### src/sv/lobm_pkg.sv
// lobm_pkg: shared types, codes and defaults of the latency order book matcher
// used by every module of the block but lobm_ram; depends on nothing
`default_nettype none
package lobm_pkg;
	localparam int BOOK_DEPTH_DEF    = 16;
	localparam int PENDING_DEPTH_DEF = 32;

	localparam int IN_DATA_W  = 200;
	localparam int OUT_DATA_W = 88;
	localparam int KIND_W     = 3;
	localparam int ID_W       = 16;
	localparam int PRICE_W    = 32;
	localparam int AMT_W      = 32;
	localparam int TIME_W     = 48;
	localparam int DELAY_W    = 32;

	localparam logic [KIND_W-1:0] KIND_QUOTE        = 3'd0;
	localparam logic [KIND_W-1:0] KIND_CANCEL_BUYS  = 3'd1;
	localparam logic [KIND_W-1:0] KIND_CANCEL_SELLS = 3'd2;
	localparam logic [KIND_W-1:0] KIND_TICK         = 3'd3;
	localparam logic [KIND_W-1:0] KIND_CLEAR        = 3'd4;

	localparam logic [1:0] EV_NEW    = 2'd0;
	localparam logic [1:0] EV_CANCEL = 2'd1;
	localparam logic [1:0] EV_FILL   = 2'd2;

	localparam logic RES_FILL = 1'b0;
	localparam logic RES_DROP = 1'b1;

	typedef enum logic [1:0] {SCAN_CROSS, SCAN_CANCEL, SCAN_REST, SCAN_EVCAN} scan_mode_t;

	typedef enum logic [3:0] {
		ST_IDLE, ST_QUOTE, ST_HEAD, ST_EVAL, ST_EV_FILL,
		ST_SCAN, ST_REST, ST_BEST, ST_FLUSH
	} state_t;

	typedef struct packed {
		logic [AMT_W-1:0]   amount;
		logic [PRICE_W-1:0] price;
		logic               side;
		logic [ID_W-1:0]    id;
		logic [1:0]         event_code;
		logic [TIME_W-1:0]  stamp;
	} pend_t;

	typedef struct packed {
		logic [AMT_W-1:0]   amount;
		logic [PRICE_W-1:0] price;
		logic [ID_W-1:0]    id;
	} book_t;

	typedef struct packed {
		logic               kind;
		logic [ID_W-1:0]    id;
		logic               side;
		logic [PRICE_W-1:0] price;
		logic [AMT_W-1:0]   amount;
	} res_t;

	typedef struct packed {
		logic       load;
		logic       quote_step;
		logic       ev_latch;
		logic       ev_emit;
		logic       pop;
		logic       scan_start;
		logic       new_run;
		scan_mode_t mode;
		logic       side;
		logic       rest_commit;
		logic       best_step;
		logic       flush;
	} cmd_t;

	typedef struct packed {
		logic       fifo_empty;
		logic       ev_matured;
		logic [1:0] ev_event;
		logic       ev_side;
		logic       ev_qual;
		logic       scan_done;
		logic       found;
		logic       emit_ok;
		logic       hold_v;
		logic       out_free;
	} stat_t;
endpackage
`default_nettype wire

### src/sv/lobm_ctrl.sv
// lobm_ctrl: sequencing state machine of the matcher
// depends on lobm_pkg; drives the datapath through cmd_t, watches stat_t
`default_nettype none
module lobm_ctrl
	import lobm_pkg::*;
(
	input  wire logic              clk,
	input  wire logic              arst_n,
	input  wire logic              s_tvalid,
	input  wire logic [KIND_W-1:0] s_tuser,
	output logic                   s_tready,
	input  wire stat_t             stat,
	output cmd_t                   cmd
);
	state_t     state_q, state_d;
	scan_mode_t mode_q;
	logic       side_q;

	always_ff @(posedge clk or negedge arst_n) begin
		if (!arst_n) begin
			state_q <= ST_IDLE;
			mode_q  <= SCAN_CROSS;
			side_q  <= 1'b0;
		end else begin
			state_q <= state_d;
			if (cmd.scan_start) begin
				mode_q <= cmd.mode;
				side_q <= cmd.side;
			end
		end
	end

	always_comb begin
		state_d = state_q;
		unique case (state_q)
			ST_IDLE: begin
				if (s_tvalid) begin
					case (s_tuser)
						KIND_QUOTE: state_d = ST_QUOTE;
						KIND_CANCEL_BUYS, KIND_CANCEL_SELLS: state_d = ST_SCAN;
						KIND_TICK: state_d = ST_HEAD;
						default: state_d = ST_FLUSH;
					endcase
				end
			end
			ST_QUOTE: if (stat.emit_ok) state_d = ST_FLUSH;
			ST_HEAD: state_d = stat.fifo_empty ? ST_SCAN : ST_EVAL;
			ST_EVAL: begin
				if (!stat.ev_matured) begin
					state_d = ST_SCAN;
				end else begin
					case (stat.ev_event)
						EV_NEW: state_d = stat.ev_qual ? ST_SCAN : ST_HEAD;
						EV_CANCEL: state_d = ST_SCAN;
						default: state_d = ST_EV_FILL;
					endcase
				end
			end
			ST_EV_FILL: if (stat.emit_ok) state_d = ST_HEAD;
			ST_SCAN: begin
				if (stat.scan_done) begin
					case (mode_q)
						SCAN_REST: state_d = ST_REST;
						SCAN_EVCAN: state_d = ST_HEAD;
						default: state_d = ST_BEST;
					endcase
				end
			end
			ST_REST: if (stat.emit_ok) state_d = ST_HEAD;
			ST_BEST: begin
				if (!stat.found) begin
					state_d = (mode_q == SCAN_CROSS && !side_q) ? ST_SCAN : ST_FLUSH;
				end else if (stat.emit_ok) begin
					state_d = ST_SCAN;
				end
			end
			ST_FLUSH: if (!stat.hold_v || stat.out_free) state_d = ST_IDLE;
			default: state_d = ST_IDLE;
		endcase
	end

	always_comb begin
		cmd      = '0;
		cmd.mode = mode_q;
		cmd.side = side_q;
		s_tready = 1'b0;
		unique case (state_q)
			ST_IDLE: begin
				s_tready = 1'b1;
				if (s_tvalid) begin
					cmd.load = 1'b1;
					if (s_tuser == KIND_CANCEL_BUYS || s_tuser == KIND_CANCEL_SELLS) begin
						cmd.scan_start = 1'b1;
						cmd.new_run    = 1'b1;
						cmd.mode       = SCAN_CANCEL;
						cmd.side       = (s_tuser == KIND_CANCEL_SELLS);
					end
				end
			end
			ST_QUOTE: cmd.quote_step = stat.emit_ok;
			ST_HEAD: begin
				if (stat.fifo_empty) begin
					cmd.scan_start = 1'b1;
					cmd.new_run    = 1'b1;
					cmd.mode       = SCAN_CROSS;
					cmd.side       = 1'b0;
				end
			end
			ST_EVAL: begin
				cmd.ev_latch = 1'b1;
				if (!stat.ev_matured) begin
					cmd.scan_start = 1'b1;
					cmd.new_run    = 1'b1;
					cmd.mode       = SCAN_CROSS;
					cmd.side       = 1'b0;
				end else begin
					case (stat.ev_event)
						EV_NEW: begin
							if (stat.ev_qual) begin
								cmd.scan_start = 1'b1;
								cmd.mode       = SCAN_REST;
								cmd.side       = stat.ev_side;
							end else begin
								cmd.pop = 1'b1;
							end
						end
						EV_CANCEL: begin
							cmd.scan_start = 1'b1;
							cmd.mode       = SCAN_EVCAN;
							cmd.side       = stat.ev_side;
						end
						default: ;
					endcase
				end
			end
			ST_EV_FILL: begin
				cmd.ev_emit = stat.emit_ok;
				cmd.pop     = stat.emit_ok;
			end
			ST_SCAN: cmd.pop = stat.scan_done && (mode_q == SCAN_EVCAN);
			ST_REST: begin
				cmd.rest_commit = stat.emit_ok;
				cmd.pop         = stat.emit_ok;
			end
			ST_BEST: begin
				if (!stat.found) begin
					if (mode_q == SCAN_CROSS && !side_q) begin
						cmd.scan_start = 1'b1;
						cmd.new_run    = 1'b1;
						cmd.side       = 1'b1;
					end
				end else if (stat.emit_ok) begin
					cmd.best_step  = 1'b1;
					cmd.scan_start = 1'b1;
				end
			end
			ST_FLUSH: cmd.flush = stat.hold_v && stat.out_free;
			default: ;
		endcase
	end
endmodule
`default_nettype wire

### config.mk
export PLATFORM = sky130hd
export DESIGN_NAME = lobm_ctrl
export DESIGN_NICKNAME = d
export VERILOG_FILES = /design/src/sv/lobm_pkg.sv /design/src/sv/lobm_ctrl.sv
export SDC_FILE = /design/constraint.sdc
export NUM_CORES = 1
export LEC_CHECK = 0
export BUFFER_PORTS_ARGS = -buffer_cell sky130_fd_sc_hd__buf_2
export CAP_MARGIN = 0
export CELL_PAD_IN_SITES_DETAIL_PLACEMENT = 2
export CELL_PAD_IN_SITES_GLOBAL_PLACEMENT = 2
export CORE_MARGIN = 2
export CORE_UTILIZATION = 26
export DETAILED_ROUTE_END_ITERATION = 10
export PLACE_DENSITY_LB_ADDON = 0.1
export SLEW_MARGIN = 5
export SYNTH_ARGS = -nofsm -noshare
export SYNTH_HDL_FRONTEND = slang
export SYNTH_SLANG_ARGS = --single-unit
export TNS_END_PERCENT = 5
### constraint.sdc
create_clock -name clk -period 2.1 [get_ports clk]
set_input_delay 0.21 -clock clk [delete_from_list [all_inputs] [get_ports clk]]
set_output_delay 0.21 -clock clk [all_outputs]
set_load 0.03 [all_outputs]
==> metrics.cfg, run 1 <==
[synthesis]
synth_warnings = 0
synth_seq_area_share_pct = 19.5
yosysMostFrequentCell = nand2_1
synth_ff_type = dfrtp_1
synth_top_area_share_pct = 19.5
synth_mux_area_share_pct = 2.23
synth_area_um2 = 900
synthTopCellsByArea = dfrtp_1 (19%), nand2_1 (5.8%), nor2_1 (5.0%), inv_1 (4.2%), o41ai_2 (3.6%)
synthSimpleGateAreaFrac_pct = 31.7
ys_seq_elements = 7
synth_top_family_by_area = compound AO/OA/AOI/OAI gates
synth_top_cells_by_count = nand2_1 (14), nor2_1 (12), inv_1 (10)
async_flop_share_pct = 100
synth_xor_area_share_pct = 0.974
yosysTopAreaCell = dfrtp_1
ys_types = 47
synthAdderAreaFrac_pct = 0
syn-num-nets = 140
synth_compound_area_share_pct = 34.9
avgSynthCellArea_um2 = 7.31
synth_edf_count = 0
synth_cells = 123

[final_layout]
area_delta_synth_final_pct = 44.4
regArea_um2 = 175
final_cells = 213
num-nets-final = 185
multi_input_area_um2 = 679
insertedDiodeCount = 0
postLayoutCellArea_mm2 = 0.00130
layout-drive-gt1-share_pct = 38.3
final_core_util_pct = 38.9
num-fill-cells = 407

[floorplan]
coreArea_mm2 = 0.00334
die_h_um = 62.8
ios = 31
start_util_pct = 27.0
fp.dieW_um = 62.8
rows = 21
die-area_mm2 = 0.00395

[route]
drc = 0
via_per_inst = 5.43
drt_iter0_drc = 40
drtAntennaViolNets = 0
wl_per_cell_um = 17.7
detail_route.wirelength_um = 3770
first_pass_iters = 4
num_vias = 1157

[clocking]
clock_sinks = 7
cts_made_buffers = 3
clock_latency_ns = 0.25
htree_levels = 1
root_buffer = clkbuf_4
path_clk_slew_ns = 0.05
cts_tree = built
clockBufferDepth = 2

[global_route]
grt_overflow_total = 0
grt_max_degree = 20
first_global_vias = 1189
grt_usage_pct = 20.0
grt_pass1_wl_um = 6160
antenna_found_initial = 0

[worst_setup_path]
end_kind = primary output
path_cells = buf_12 > or2_4 > a311oi_2 > o31ai_2 > a211o_1 > buf_4
slowest_delay_ns = 0.41
reg2reg_from = state_q[0]
cp_max_fo = 14
rr_worst_depth = 6
setup.worst_path.start_class = flip-flop
critPathSlowestCell = dfrtp_1
cp_num_buf_inv = 2
cp.required_ns = 1.89
arrival_ns = 1.86
ff2ff_setup_slack_ns = 0.38
reg2reg_to = state_q[2]
path_class = flip-flop to primary output
critPathTopFamily = compound AO/OA/AOI/OAI gates

[sta]
layout_setup_ws_ns = 0.0300
slew_headroom_pct = 74.6
tightest_slew_ns = 0.372
setup_violations = 0
fin_skew_ns = 0.00113
setup_tns_ns = 0
max_freq_ghz = 0.483
post-route-min-period_ns = 2.07
finalCritPeriodShare_pct = 98.6
slew_violations = 0
grt_setup_unrepaired = true
hold_violations = 0

[placement]
dp.cells = 201
pre_cts_slack_ns = 0.173
post_dp_cell_area_mm2 = 0.00116
portBuffers = 30
hpwlAfterDp_um = 3040
gp_congestion = 0.799

[power_and_ir_drop]
ir_drop_mv = 0.474
powerDensity_mw_per_mm2 = 1580
leakage_nw = 0.628

[outcome]
outcome = completed

[flow_run]
maxCapViolations = 0

[hold_path]
min-delay-start = stat[7]
hold_path_end = mode_q[0]
min_path_cells = 2
hp-class = input port to flip-flop

-- how the worst max path moves through the flow --
stage | from | cells past startpoint | slack [ns] | endpoint
floorplan | state_q[3] | 3 | -0.1 | cmd[7]
global placement | state_q[0] | 6 | 0.24 | cmd[3]
detailed placement | state_q[0] | 6 | 0.17 | cmd[3]
CTS | state_q[0] | 6 | 0.003 | cmd[7]
global route | state_q[1] | 6 | -0.05 | cmd[3]
finish | state_q[2] | 6 | 0.03 | cmd[3]
-- per-layer routing --
| layer | wire (µm) | vias up | part of all wire (%) | GRT usage, % |
|---|---|---|---|---|
| met5 | 0 | - | 0 | 0 |
| met4 | 0 | 0 | 0 | 3.61 |
| met3 | 165 | 0 | 4.4 | 4.32 |
| met2 | 1960 | 29 | 52 | 36.2 |
| met1 | 1650 | 575 | 44 | 24.4 |
| li1 | - | 553 | - | - |
-- final cells by class --
| type | count | share of cell area [%] |
|---|---|---|
| repair buffers | 48 | 24.6 |
| inverters | 11 | 3.18 |
| multi-input cells | 97 | 52.3 |
| clock buffers | 4 | 2.02 |
| well taps | 46 | 4.43 |
| flip-flops and latches | 7 | 13.5 |
-- state kept, by name, summed over array words and instances (netlist names) --
name	flops
mode_q	2
side_q	1
state_q	4
-- power breakdown --
group          total [mW]  switching, mW  leakage, nW  internal [mW]
clock network       0.125         0.0523       0.0150         0.0727
logic                1.66          0.959        0.525          0.698
registers           0.266         0.0691       0.0886          0.197
total                2.05           1.08        0.628          0.968
-- logic make-up (layout without fill, tap and decap cells) --
| kind of cell | after synthesis | after routing |
|---|---|---|
| buf+inv | 19 | 63 |
| xor+xnor | 1 | 1 |
| mux | 2 | 2 |
| compound gates | 39 | 39 |
| flops | 7 | 7 |
| simple gates | 55 | 55 |
-- through the flow --
| step | hold slack (ns) | total power [mW] |
|---|---|---|
| after CTS | 0.280 | 1.96 |
| final | 0.286 | 2.05 |
| after global placement | 0.0498 | 1.72 |
| after global routing | 0.278 | 2.21 |
| after floorplan | -0.0856 | 1.25 |
| after detailed placement | 0.0537 | 1.76 |
-- timing repair --
item | in CTS | in global routing
resized for setup | 5 | 6
buffers inserted | 1 | 6
setup endpoints to repair | 1 | 4
endpoints found under the hold margin | 7 | 0
hold buffers | 1 | 0
cloned | 0 | 0
-- layout by cell type, fill, tap and decap left out, drive strengths merged, types with 2 or more instances in the layout --
cell and instances:
buf 47, nand2 14, nor2 12, inv 11
dfrtp 7, nor3 6, a21oi 5, nand3 4
a31oi 4, clkbuf 4, o21ai 4, nand2b 3
a221o 3, nor2b 3, a311oi 3, nand4 2
mux2i 2, a211o 2, a221oi 2, o211ai 2
or3 2, nor4 2, or2 2, o41ai 2
o31ai 2
-- worst reg2reg max path, stage by stage, from the launching register on --
cell	delay, ns
dfrtp_1	0.39
buf_6	0.16
nor2b_2	0.17
buf_4	0.15
o2bb2ai_1	0.16
a2111oi_0	0.38
a311oi_1	0.17
Power figures use the tool's default switching activity.
==> run 2, diff against run 1 <==
--- a/config.mk
+++ b/config.mk
@@ -7,12 +7,10 @@
 export LEC_CHECK = 0
 export BUFFER_PORTS_ARGS = -buffer_cell sky130_fd_sc_hd__buf_2
 export CAP_MARGIN = 0
-export CELL_PAD_IN_SITES_DETAIL_PLACEMENT = 2
-export CELL_PAD_IN_SITES_GLOBAL_PLACEMENT = 2
 export CORE_MARGIN = 2
-export CORE_UTILIZATION = 26
+export CORE_UTILIZATION = 44
 export DETAILED_ROUTE_END_ITERATION = 10
-export PLACE_DENSITY_LB_ADDON = 0.1
+export PLACE_DENSITY = 0.74
 export SLEW_MARGIN = 5
 export SYNTH_ARGS = -nofsm -noshare
 export SYNTH_HDL_FRONTEND = slang
==> constraint.sdc (replaced) <==
create_clock -name clk -period 1.87 [get_ports clk]
set_input_delay 0.187 -clock clk [delete_from_list [all_inputs] [get_ports clk]]
set_output_delay 0.187 -clock clk [all_outputs]
set_load 0.03 [all_outputs]
==> metrics.cfg, run 2 (synthesis results as in run 1) <==
[outcome]
outcome = complete, but fails checks
violations = negative setup slack

[worst_setup_path]
cp_max_fo = 6  ; -8
cp_num_buf_inv = 2  ; unchanged
cp.required_ns = 1.68  ; -0.21 ns
reg2reg_from = state_q[0]
crit_path_frequent_cell = buf_6
path_cells = buf_6 > nor4_4 > nand2_2 > o41ai_4 > a211o_1 > buf_6
setup.worst_path.start_class = flip-flop
path_class = flip-flop to primary output
arrival_ns = 1.89  ; +0.03 ns
critPathTopFamily = simple AND/OR/NAND/NOR gates
critPathSlowestCell = dfrtp_1
reg2reg_to = state_q[2]
ff2ff_setup_slack_ns = 0.09  ; -0.29 ns
rr_worst_depth = 6  ; unchanged
slowest_delay_ns = 0.44  ; +0.03 ns
end_kind = primary output

[route]
drc = 0  ; unchanged
wl_per_cell_um = 17.1  ; -3.6%
wl_met2_um = 1580  ; -19%
num_vias = 1140  ; -1.5%
dr_wl_met3_um = 197  ; +19%
wl_met1_um = 1380  ; -16%
drtAntennaViolNets = 0  ; unchanged
dr.max_layer_used = met4
first_pass_iters = 4  ; unchanged
drt_iter0_drc = 45  ; +13%
detail_route.wirelength_um = 3290  ; -13%
via_per_inst = 5.91  ; +8.7%

[final_layout]
postLayoutCellArea_mm2 = 0.00129  ; -0.77%
layout-drive-gt1-share_pct = 38.0  ; -0.37 points
top_register = state_q
insertedDiodeCount = 0  ; unchanged
num-nets-final = 184  ; -0.54%
area_delta_synth_final_pct = 43.3
final_cell_mix = buf_2 (22), buf_4 (19), nor2_1 (12), nand2_1 (12), inv_1 (10)
largest_reg_flops = 4  ; unchanged
final_common_cell = buf_2
largest_registers = state_q x4, mode_q x2, side_q x1

[global_route]
grt_pass1_wl_um = 5170  ; -16%
antenna_found_initial = 0  ; unchanged
grt_max_degree = 12  ; -40%
grt_usage_pct = 28.0  ; +7.9 points
grt_overflow_total = 0  ; unchanged
first_global_vias = 1155  ; -2.9%

[placement]
pre_cts_slack_ns = -0.0234  ; -0.196 ns
gp_congestion = 0.903  ; +13%
hpwlAfterDp_um = 2470  ; -19%
post_dp_cell_area_mm2 = 0.00115  ; -1.1%
portBuffers = 30  ; unchanged

[sta]
tightest_slew_ns = 0.438  ; +0.0665 ns
layout_setup_ws_ns = -0.206  ; -0.236 ns
setup_violations = 6  ; +6
finalCritPeriodShare_pct = 111
slew_violations = 0  ; unchanged
hold_violations = 0  ; unchanged
hold-worst-slack_ns = 0.273  ; -0.0125 ns
fin_skew_ns = 0.0114  ; +0.0103 ns
post-route-min-period_ns = 2.08
max_freq_ghz = 0.482
grt_setup_unrepaired = true
slew_headroom_pct = 70.4  ; -4.2 points

[flow_run]
maxCapViolations = 0  ; unchanged

[floorplan]
die_h_um = 49.2  ; -22%
fp.dieW_um = 49.2  ; -22%
coreArea_mm2 = 0.00194  ; -42%
rows = 16  ; -24%
start_util_pct = 46.3  ; +19 points
ios = 31  ; unchanged
die-area_mm2 = 0.00242  ; -39%

[power_and_ir_drop]
ir_drop_mv = 1.17  ; +150%
leakage_nw = 0.619  ; -1.4%
total_power_mw = 2.27  ; +11%
powerDensity_mw_per_mm2 = 1760  ; +12%

[clocking]
cts_made_buffers = 3  ; unchanged
cts_tree = built
clock_sinks = 7  ; unchanged
path_clk_slew_ns = 0.06  ; about the same
clock_latency_ns = 0.26  ; about the same
htree_levels = 1  ; unchanged
root_buffer = clkbuf_4
clockBufferDepth = 2  ; unchanged

[hold_path]
hp-class = input port to flip-flop
min-delay-start = stat[7]
hold_path_end = mode_q[0]
min_path_cells = 2  ; unchanged

run 2: report_power, final:
part / leakage (nW) / internal [mW] / switching [mW]
logic: 0.516 / 0.762 / 1.04
clock network: 0.0150 / 0.0816 / 0.0596
registers: 0.0877 / 0.223 / 0.103
run 2: layout make-up:
| class | count | area, µm² |
|---|---|---|
| inverter | 11 | 41.3 |
| tap | 27 | 33.8 |
| sequential | 7 | 176 |
| fill | 170 | 653 |
| clock buffer | 4 | 26.3 |
| multi-input combinational | 97 | 692 |
| timing repair buffer | 47 | 319 |
run 2: metrics by stage:
step	util [%]	setup TNS, ns	instances
finish	66.4	-0.773	193
global route	66.4	-1.25	193
CTS	63.9	-0.582	192
global placement	59.1	0	186
detailed placement	59.1	-0.0234	186
floorplan	-	-0.103	123
run 2: worst max-delay path by stage:
stage | endpoint | startpoint | depth (start not counted)
final | cmd[3] | state_q[0] | 6
after CTS | cmd[3] | state_q[0] | 6
after global routing | cmd[3] | state_q[0] | 6
after detailed placement | cmd[3] | state_q[0] | 6
after global placement | state_q[2] | state_q[0] | 6
after floorplan | cmd[3] | state_q[1] | 5
run 2: per-layer routing:
metal	global-route usage, %	up-vias
met2	45.3	57
li1	-	549
met3	6.44	12
met1	32.6	522
met4	18.6	0
met5	0	-
run 2: repair_timing:
action	4_1_cts	5_1_grt
hold buffers	1	0
pin swaps	2	3
setup endpoints to repair	7	12
cloned	0	0
endpoints found under the hold margin	7	0
setup buffers	1	1
gates resized for setup	12	13
